$ cat config.mk
export PLATFORM = sky130hd
export DESIGN_NAME = mos6502_instruction_predecoder
export DESIGN_NICKNAME = d
export VERILOG_FILES = /design/src/rtl/core/m6502pd_pkg.sv /design/src/rtl/core/m6502pd_decode.sv /design/src/rtl/core/mos6502_instruction_predecoder.sv
export SDC_FILE = /design/constraint.sdc
export NUM_CORES = 1
export LEC_CHECK = 0
export BUFFER_PORTS_ARGS = -buffer_cell sky130_fd_sc_hd__clkbuf_2
export CORE_AREA = 2 2 61 121
export DETAILED_ROUTE_END_ITERATION = 8
export DIE_AREA = 0 0 63 123
export GPL_TIMING_DRIVEN = 0
export PLACE_DENSITY = 0.87
export REMOVE_ABC_BUFFERS = 1
export SLEW_MARGIN = 40
export SYNTH_ARGS = -nofsm -noshare
export SYNTH_HDL_FRONTEND = slang
export SYNTH_SLANG_ARGS = --single-unit
$ cat constraint.sdc
create_clock -name clk -period 12.5 [get_ports clk]
set_clock_uncertainty 0.1 [all_clocks]
set_input_delay 1.875 -clock clk [delete_from_list [all_inputs] [get_ports clk]]
set_output_delay 1.875 -clock clk [all_outputs]
set_load 0.05 [all_outputs]
$ cat src/rtl/core/m6502pd_pkg.sv
// ============================================================================
// m6502pd_pkg
// Shared types and codes of the 6502 instruction predecoder.
// ============================================================================
package m6502pd_pkg;

	// Control-flow classes of a decoded instruction
	localparam logic [2:0] FLOW_FALL   = 3'd0;
	localparam logic [2:0] FLOW_STOP   = 3'd1;
	localparam logic [2:0] FLOW_CALL   = 3'd2;
	localparam logic [2:0] FLOW_JUMP   = 3'd3;
	localparam logic [2:0] FLOW_BRANCH = 3'd4;

	// Instruction lengths
	localparam logic [1:0] LEN_1 = 2'd1;
	localparam logic [1:0] LEN_2 = 2'd2;
	localparam logic [1:0] LEN_3 = 2'd3;

	// Opcodes decoded outside the cc/bbb/aaa grouping
	localparam logic [7:0] OP_BRK     = 8'h00;
	localparam logic [7:0] OP_RTI     = 8'h40;
	localparam logic [7:0] OP_RTS     = 8'h60;
	localparam logic [7:0] OP_JSR     = 8'h20;
	localparam logic [7:0] OP_JMP_ABS = 8'h4C;
	localparam logic [7:0] OP_JMP_IND = 8'h6C;
	localparam logic [7:0] OP_BIT_ZP  = 8'h24;
	localparam logic [7:0] OP_BIT_ABS = 8'h2C;

	// Opcode field values
	localparam logic [1:0] CC_0    = 2'd0;
	localparam logic [1:0] CC_1    = 2'd1;
	localparam logic [1:0] CC_2    = 2'd2;
	localparam logic [2:0] AAA_ST  = 3'd4;   // store row (STA/STX/STY)
	localparam logic [2:0] AAA_LD  = 3'd5;   // load row
	localparam logic [2:0] BBB_0   = 3'd0;
	localparam logic [2:0] BBB_1   = 3'd1;
	localparam logic [2:0] BBB_2   = 3'd2;
	localparam logic [2:0] BBB_3   = 3'd3;
	localparam logic [2:0] BBB_4   = 3'd4;
	localparam logic [2:0] BBB_5   = 3'd5;
	localparam logic [2:0] BBB_6   = 3'd6;
	localparam logic [2:0] BBB_7   = 3'd7;

	typedef struct packed {
		logic [7:0]  opcode;
		logic [7:0]  operand_low;
		logic [7:0]  operand_high;
		logic [15:0] instruction_address;
	} req_t;

	typedef struct packed {
		logic [1:0]  length;
		logic [2:0]  flow_class;
		logic        target_valid;
		logic [15:0] target_address;
		logic        read_valid;
		logic        write_valid;
		logic [15:0] reference_address;
		logic        unrecognized;
	} rsp_t;

endpackage

$ cat src/rtl/core/m6502pd_decode.sv
// ============================================================================
// m6502pd_decode
// Combinational decode of one opcode with its operand bytes and address.
// ============================================================================
module m6502pd_decode (
	input  m6502pd_pkg::req_t req,
	output m6502pd_pkg::rsp_t rsp
);
	import m6502pd_pkg::*;

	logic [1:0]  cc;
	logic [2:0]  bbb;
	logic [2:0]  aaa;
	logic [15:0] abs16;
	logic [15:0] disp;
	logic [15:0] br_tgt;

	assign cc     = req.opcode[1:0];
	assign bbb    = req.opcode[4:2];
	assign aaa    = req.opcode[7:5];
	assign abs16  = {req.operand_high, req.operand_low};
	assign disp   = {{8{req.operand_low[7]}}, req.operand_low};
	assign br_tgt = req.instruction_address + 16'd2 + disp;

	always_comb begin
		logic       special;
		logic       addr;
		logic       bad;
		logic [1:0] len;

		special = 1'b1;
		addr    = 1'b0;
		bad     = 1'b0;
		len     = LEN_1;
		rsp     = '0;
		rsp.length     = LEN_1;
		rsp.flow_class = FLOW_FALL;

		case (req.opcode)
			OP_BRK, OP_RTI, OP_RTS: begin
				rsp.flow_class = FLOW_STOP;
			end
			OP_JSR: begin
				rsp.length         = LEN_3;
				rsp.flow_class     = FLOW_CALL;
				rsp.target_valid   = 1'b1;
				rsp.target_address = abs16;
			end
			OP_JMP_ABS: begin
				rsp.length         = LEN_3;
				rsp.flow_class     = FLOW_JUMP;
				rsp.target_valid   = 1'b1;
				rsp.target_address = abs16;
			end
			OP_JMP_IND: begin
				rsp.length     = LEN_3;
				rsp.flow_class = FLOW_STOP;
			end
			OP_BIT_ZP: begin
				rsp.length            = LEN_2;
				rsp.read_valid        = 1'b1;
				rsp.reference_address = {8'h00, req.operand_low};
			end
			OP_BIT_ABS: begin
				rsp.length            = LEN_3;
				rsp.read_valid        = 1'b1;
				rsp.reference_address = abs16;
			end
			default: begin
				special = 1'b0;
			end
		endcase

		if (!special) begin
			if (cc == CC_0 && (bbb == BBB_2 || bbb == BBB_6)) begin
				// implied single-byte forms (stack, flag, register ops)
				len = LEN_1;
			end else if (cc == CC_2 && bbb == BBB_6 && (aaa == AAA_ST || aaa == AAA_LD)) begin
				// TXS and TSX
				len = LEN_1;
			end else if (cc == CC_0 && bbb == BBB_4) begin
				len                = LEN_2;
				rsp.flow_class     = FLOW_BRANCH;
				rsp.target_valid   = 1'b1;
				rsp.target_address = br_tgt;
			end else if (cc == CC_1) begin
				case (bbb)
					BBB_2:               len = LEN_2;
					BBB_3, BBB_6, BBB_7: begin
						len  = LEN_3;
						addr = 1'b1;
					end
					default: begin
						len  = LEN_2;
						addr = 1'b1;
					end
				endcase
			end else begin
				case (bbb)
					BBB_0:        len = LEN_2;
					BBB_1, BBB_5: begin
						len  = LEN_2;
						addr = 1'b1;
					end
					BBB_3, BBB_7: begin
						len  = LEN_3;
						addr = 1'b1;
					end
					BBB_2: begin
						if (cc == CC_2) begin
							len = LEN_1;
						end else begin
							bad = 1'b1;
						end
					end
					default: bad = 1'b1;
				endcase
			end

			if (bad) begin
				rsp.length       = LEN_1;
				rsp.unrecognized = 1'b1;
			end else begin
				rsp.length = len;
				if (addr) begin
					rsp.read_valid        = (aaa != AAA_ST);
					rsp.write_valid       = (aaa == AAA_ST);
					rsp.reference_address = (len == LEN_3) ? abs16
						: {8'h00, req.operand_low};
				end
			end
		end
	end

endmodule

$ cat src/rtl/core/mos6502_instruction_predecoder.sv
// ============================================================================
// mos6502_instruction_predecoder
// Length, control-flow class, target and memory reference of 6502 opcodes.
// ============================================================================
//
//   Channel  Direction  Handshake              Payload
//   -------  ---------  ---------------------  -----------------------------
//   req      in         req_valid / req_stall  opcode, operands, address
//   rsp      out        rsp_valid / rsp_stall  length, flow, target, ref
//
// One request is taken every cycle while req_stall is low. Each result
// moves from the input register to the result register and shows on rsp
// from there. Reset clears both stage valid flags; payload registers are
// not reset. rsp_stall holds the result register; the input register still
// fills, and req_stall rises only when both stages hold a request.
//
module mos6502_instruction_predecoder (
	input  logic               clk,
	input  logic               arst_n,
	input  logic               req_valid,
	output logic               req_stall,
	input  m6502pd_pkg::req_t  req,
	output logic               rsp_valid,
	input  logic               rsp_stall,
	output m6502pd_pkg::rsp_t  rsp
);
	import m6502pd_pkg::*;

	req_t req_s1;
	logic vld_s1;
	rsp_t dec_rsp;
	rsp_t rsp_s2;
	logic vld_s2;
	logic adv_s2;
	logic adv_s1;

	// Advance the result stage when it is empty or its result is being taken
	assign adv_s2 = !vld_s2 || !rsp_stall;
	// Advance the input stage when it is empty or can move forward
	assign adv_s1 = !vld_s1 || adv_s2;

	assign req_stall = !adv_s1;

	always_ff @(posedge clk or negedge arst_n) begin
		if (!arst_n) begin
			vld_s1 <= 1'b0;
			vld_s2 <= 1'b0;
		end else begin
			if (adv_s1) begin
				vld_s1 <= req_valid;
			end
			if (adv_s2) begin
				vld_s2 <= vld_s1;
			end
		end
	end

	// Capture the incoming request; hold while stalled
	always_ff @(posedge clk) begin
		if (adv_s1 && req_valid) begin
			req_s1 <= req;
		end
	end

	m6502pd_decode u_decode (
		.req (req_s1),
		.rsp (dec_rsp)
	);

	// Capture the decoded result; hold while the consumer stalls
	always_ff @(posedge clk) begin
		if (adv_s2 && vld_s1) begin
			rsp_s2 <= dec_rsp;
		end
	end

	assign rsp_valid = vld_s2;
	assign rsp       = rsp_s2;

endmodule

==> impl_metrics.py, run 1 <==
metrics = {
    "sta": {
        "fmax_mhz": 225,
        "fin_crit_sh_pct": 35.6,
        "layout_min_cycle_time_ns": 4.45,
        "rsz0062_at_grt": "no",
        "relSlewSlack_pct": 62.6,
        "final.setup.worst_slack_ns": 8.05,
        "worst_pin_slew_ns": 0.560,
        "drv_slew": 0,
        "tns_ns": 0,
        "setup_viol": 0,
        "hold_violations": 0,
    },
    "clocking": {
        "cts_setup_buffers": 0,
        "clockBufferDepth": 2,
        "cts_buffers": 9,
        "clkSlewWorstSetupHoldPaths_ns": 0.05,
        "hold_buffers": 0,
        "ctsHtreeMaxLevel": 3,
        "cts_resized": 0,
        "clkLatencyLatePin_ns": 0.33,
        "root_buffer": "clkbuf_16",
        "cts_tree": "yes",
        "cts.sinks": 83,
    },
    "global_route": {
        "grt.busiest_layer": "met2",
        "grt_pass1_vias": 2462,
        "grtUsageMet2_pct": 35.1,
        "grt_max_degree": 41,
        "gr-total-overflow": 0,
        "globalRouteMet3Util_pct": 5.37,
        "grt_pass1_wl_microns": 11500,
        "grt_usage_pct": 19.8,
        "antenna_found_initial": 0,
        "grt_util_met1_pct": 22.1,
    },
    "route": {
        "drt-total-wl_microns": 7160,
        "drt_iter0_drc": 168,
        "antenna_left": 0,
        "via_per_inst": 5.63,
        "dr.pass1.iters": 8,
        "drc": 1,
        "wl_per_cell_microns": 15.5,
        "dr_total_vias": 2600,
    },
    "die": {
        "num_rows": 43,
        "die-area_sq_um": 7750,
        "initial_core_util_pct": 56.5,
        "core-area_sq_um": 6830,
        "die_w_microns": 63,
        "io_pins": 87,
        "fp.dieH_microns": 123,
    },
    "job": {
        "cap_viol_max_count": 0,
    },
    "yosys": {
        "seq_area_frac_synth_pct": 64.3,
        "synth_top_area_cell": "edfxtp_1",
        "synth.area.top_cells": "edfxtp_1 63%, ha_1 9.4%, a22o_1 3.0%, a21oi_1 1.9%, xnor2_1 1.8%",
        "yosysUniqueCellTypes": 46,
        "synthFlopType": "edfxtp_1",
        "synth_edf_count": 81,
        "synth_area_per_cell_sq_um": 14.2,
        "synth-seq-cells": 83,
        "yosysWarnings": 0,
        "synth_top_area_share_pct": 63.0,
        "async_flop_share_pct": 2.41,
        "syn_inst": 271,
        "netlist_area_sq_um": 3860,
    },
    "power": {
        "peakVddDrop_mv": 0.149,
        "p_leak_nw": 2.00,
        "p_per_area_nw_per_um2": 156,
    },
    "placed_design": {
        "placed_area_sq_um": 4440,
        "place_ws_ns": 8.04,
        "dp_hpwl_microns": 5000,
        "finalWeightedCongestion": 0.919,
        "portBuffers": 86,
    },
    "outcome": {
        "status": "finished, violations left",
        "failed_checks": "design-rule violations",
    },
    "finish": {
        "nNetsFinal": 442,
        "n_antenna_cell": 0,
        "area_growth_pct": 23.3,
        "drive_gt1_share_pct": 30.9,
        "final_area_sq_um": 4760,
    },
    "critical_path": {
        "worst-setup-path-type": "input pin to primary output",
        "reg2reg_from": "req_s1[25]",
        "path_max_fanout": 3,
        "worstSetupStartpoint": "rsp_stall",
        "arrival_ns": 2.47,
        "worstPathRequired_ns": 10.52,
        "start_kind": "input pin",
        "cp-end-kind": "primary output",
    },
    "min_path": {
        "min_from": "vld_s1",
        "min_path_type": "flop to flop",
    },
}
[synth_stat cells (5+ instances only)]
library cell and n:
nor2b_1 9, nor3_1 5, edfxtp_1 81, inv_1 10, a21oi_1 15, nand2_1 15, ha_1 29, xnor2_1 8
o21ai_0 11, a22o_1 13, and2_1 10, nand3_1 5, a21o_1 5, xor2_1 5
[report_power, final]
part	internal, W	total (W)	leakage [nW]	switching, W
logic	0.0000432	0.000132	1.04	0.0000884
clock network	0.000172	0.000269	0.149	0.0000968
registers	0.000329	0.000340	0.814	0.0000103
total	0.000545	0.000740	2.00	0.000196
[state kept, by name (all words and copies together), names as in the netlist]
signal     flops
rsp           41
rsp_valid      1
req_s1        40
vld_s1         1
[per-layer routing]
metal  up-vias  share of wire [%]
met4         0                2.5
met3        19                5.3
met2       114                 54
met5         -                  0
li1       1242                  -
met1      1225                 38
[cell usage in the layout (no fill, tap or decap), types with 2 or more instances in the layout]
| master | Yosys | final |
|---|---|---|
| bufinv_16 | 0 | 2 |
| dfrtp_1 | 2 | 2 |
| clkbuf_16 | 0 | 9 |
| nand3_1 | 5 | 5 |
| a22oi_1 | 3 | 3 |
| and2_1 | 10 | 9 |
| a22o_1 | 13 | 13 |
| a31oi_1 | 3 | 3 |
| nand4_1 | 3 | 3 |
| buf_8 | 0 | 2 |
| inv_1 | 10 | 10 |
| o21ai_0 | 11 | 11 |
| clkbuf_2 | 0 | 86 |
| nor2_1 | 4 | 4 |
| nor2b_1 | 9 | 9 |
| nor3_1 | 5 | 5 |
| a21o_1 | 5 | 5 |
| xnor2_1 | 8 | 8 |
| clkinv_2 | 0 | 2 |
| nand2b_1 | 4 | 4 |
| a21oi_1 | 15 | 14 |
| ha_1 | 29 | 29 |
| edfxtp_1 | 81 | 81 |
| xor2_1 | 5 | 5 |
| and3_1 | 3 | 3 |
| buf_2 | 2 | 3 |
| nand2_1 | 15 | 15 |
[cell type report]
cell class                 count  area (sq um)
clock buffer                   9           225
clock inverter                 6          81.3
fill                         476          2080
tap                           90           113
sequential                    83          2480
multi-input combinational    173          1340
timing repair buffer          91           475
inverter                      10          37.5
[path summary, 6_finish.rpt]
path / endpoint / slack, ns / depth (start not counted)
min reg2reg: rsp_valid / 0.40 / 1
max reg2reg: rsp[30] / 9.47 / 11
min: rsp_valid / 0.40 / 1
min in group asynchronous: rsp_valid / 1.22 / 1
max: req_stall / 8.05 / 4
max in group asynchronous: vld_s1 / 10.98 / 1
[per-stage QoR]
step | std cells | utilization [%] | power, W | hold slack [ns]
after floorplan | 266 | - | 0.000441 | 0.343
after global routing | 462 | 69.6 | 0.000769 | 0.423
final | 462 | 69.6 | 0.000740 | 0.398
after global placement | 442 | 63.9 | 0.000469 | 0.355
after CTS | 462 | 69.4 | 0.000745 | 0.396
after detailed placement | 447 | 65.0 | 0.000475 | 0.381
[critical path, stage by stage]
cell and delay [ns]:
clkbuf_2 0.13, nand3_1 0.12, inv_1 0.08, clkbuf_2 0.27
[logic make-up after synthesis]
| kind of cell | after synthesis | synth area share [%] |
|---|---|---|
| mux | 1 | 0.259 |
| flops | 83 | 64.3 |
| fa+ha+maj | 30 | 9.92 |
| compound gates | 61 | 10.9 |
| xor+xnor | 13 | 2.95 |
| buf+inv | 15 | 1.82 |
| simple gates | 68 | 9.82 |
Power figures use the tool's default switching activity.
==> run 2: changes to the inputs <==
- CORE_AREA: 2 2 61 121 -> 2 2 63 125
- DIE_AREA: 0 0 63 123 -> 0 0 65 127
- PLACE_DENSITY: 0.87 -> 0.82
- clock period: 12.5 -> 4.45 ns (I/O delays scaled with it)
==> impl_metrics.py, run 2 (synthesized netlist as in run 1, its figures left out) <==
metrics = {
    "global_route": {
        "gr-total-overflow": 0,
        "grt_max_degree": 41,
        "globalRouteMet3Util_pct": 4.75,
        "grt_pass1_vias": 2526,
        "grt_usage_pct": 18.8,
        "grt_util_met1_pct": 19.3,
        "grtUsageMet2_pct": 33.4,
        "antenna_found_initial": 0,
        "grt_pass1_wl_microns": 11500,
        "grt.busiest_layer": "met2",
    },
    "finish": {
        "instances_no_fill": 466,
        "drive_gt1_share_pct": 30.7,
        "final_util_pct": 66.6,
        "largest_reg_flops": 41,
        "nNetsFinal": 443,
        "final_cell_mix": "86 x clkbuf_2, 81 x edfxtp_1, 29 x ha_1",
        "final_common_cell": "clkbuf_2",
        "area_growth_pct": 24.5,
        "n_antenna_cell": 0,
        "fillCellCount": 508,
    },
    "critical_path": {
        "cp-end-kind": "flop",
        "start_kind": "flop",
        "r2r_slack_ns": 1.44,
        "path_max_fanout": 3,
        "arrival_ns": 3.00,
        "worstPathRequired_ns": 4.44,
        "worst-setup-path-type": "flop to flop",
    },
    "sta": {
        "drv_slew": 0,
        "tns_ns": 0,
        "whs_ns": 0.387,
        "fin_crit_sh_pct": 67.7,
        "worst_pin_slew_ns": 0.752,
        "fmax_mhz": 332,
        "setup_viol": 0,
        "hold_violations": 0,
        "relSlewSlack_pct": 49.9,
        "rsz0062_at_grt": "no",
        "layout_min_cycle_time_ns": 3.01,
    },
    "clocking": {
        "clkSlewWorstSetupHoldPaths_ns": 0.06,
        "clkLatencyLatePin_ns": 0.33,
        "cts_resized": 0,
        "ctsHtreeMaxLevel": 3,
        "cts_buffers": 9,
        "cts.sinks": 83,
        "root_buffer": "clkbuf_16",
        "cts_setup_buffers": 0,
        "hold_buffers": 1,
        "clockBufferDepth": 2,
        "cts_tree": "yes",
    },
    "power": {
        "p_clk_share_pct": 38.4,
        "swShare_pct": 26.0,
        "switching_power_w": 0.000559,
        "p_int_w": 0.00159,
        "peakVddDrop_mv": 0.334,
        "p_leak_nw": 2.02,
        "seqPwrFrac_pct": 44.2,
        "power_w": 0.00215,
        "p_comb_share_pct": 17.3,
        "p_per_area_nw_per_um2": 448,
    },
    "placed_design": {
        "finalWeightedCongestion": 0.953,
        "dp_hpwl_microns": 5290,
        "portBuffers": 86,
        "dp_cells": 449,
    },
    "job": {
        "cap_viol_max_count": 0,
    },
    "route": {
        "drt_iter0_drc": 211,
        "via_per_inst": 5.40,
        "drt-total-wl_microns": 7140,
        "antenna_left": 0,
        "dr.pass1.iters": 6,
        "dr_total_vias": 2516,
        "drc": 0,
        "wl_per_cell_microns": 15.3,
    },
    "outcome": {
        "status": "completed",
    },
    "die": {
        "fp.dieH_microns": 127,
        "num_rows": 44,
        "die_w_microns": 65,
        "core-area_sq_um": 7210,
        "initial_core_util_pct": 53.5,
        "io_pins": 87,
        "die-area_sq_um": 8260,
    },
    "min_path": {
        "min_path_type": "flop to flop",
    },
}
run 2: cell types whose count changed in the layout (fill, tap and decap cells not counted), sizes merged:
cell,change
clkinv,+1
clkinvlp,-1
dlygate4sd3,+1
bufinv,+1
run 2: area by class of cell:
type | instances | area (sq um) | share of cell area (%)
sequential | 83 | 2480 | 51.7
multi-input combinational | 173 | 1340 | 27.9
timing repair buffer | 92 | 488 | 10.2
clock buffer | 9 | 225 | 4.69
clock inverter | 7 | 116 | 2.42
tap | 92 | 115 | 2.40
inverter | 10 | 37.5 | 0.781
run 2: worst paths after layout:
check,start,endpoint,cells past startpoint
max in group asynchronous,arst_n,rsp_valid,2
max reg2reg,req_s1[25],rsp[30],11
min in group asynchronous,arst_n,vld_s1,2
min reg2reg,vld_s1,rsp_valid,1
max,req_s1[25],rsp[30],11
min,vld_s1,rsp_valid,1
run 2: routing by layer:
| metal | part of all wire, % | routed length, microns | up-vias |
|---|---|---|---|
| met1 | 36 | 2560 | 1162 |
| met2 | 55 | 3930 | 89 |
| li1 | - | - | 1238 |
| met3 | 5.1 | 362 | 27 |
| met4 | 4.0 | 282 | 0 |
| met5 | 0 | 0 | - |
run 2: worst max-delay path: stages, from the launching register on:
cell and delay, ns:
edfxtp_1 0.36, inv_1 0.06, ha_1 0.27, inv_1 0.04, ha_1 0.22, fa_1 0.41
a21o_1 0.22, a221oi_2 0.35, nand2_1 0.13, a31o_1 0.27, xor2_1 0.15, a22o_1 0.19
run 2: power groups by stage:
stage | logic, W | registers (W) | clock network, W
finish | 0.000373 | 0.000952 | 0.000828
global route | 0.000407 | 0.000958 | 0.000878
CTS | 0.000374 | 0.000952 | 0.000848
detailed placement | 0.000370 | 0.000968 | 0
global placement | 0.000351 | 0.000971 | 0
floorplan | 0.000170 | 0.00107 | 0
run 2: stage by stage:
| stage | area [sq um] | worst slack, ns |
|---|---|---|
| 6_report | 4800 | 1.44 |
| 5_1_grt | 4800 | 1.24 |
| 4_1_cts | 4800 | 1.45 |
| 3_5_place_dp | 4450 | 1.47 |
| 3_3_place_gp | 4370 | -0.948 |
| 2_1_floorplan | 3830 | 0.159 |
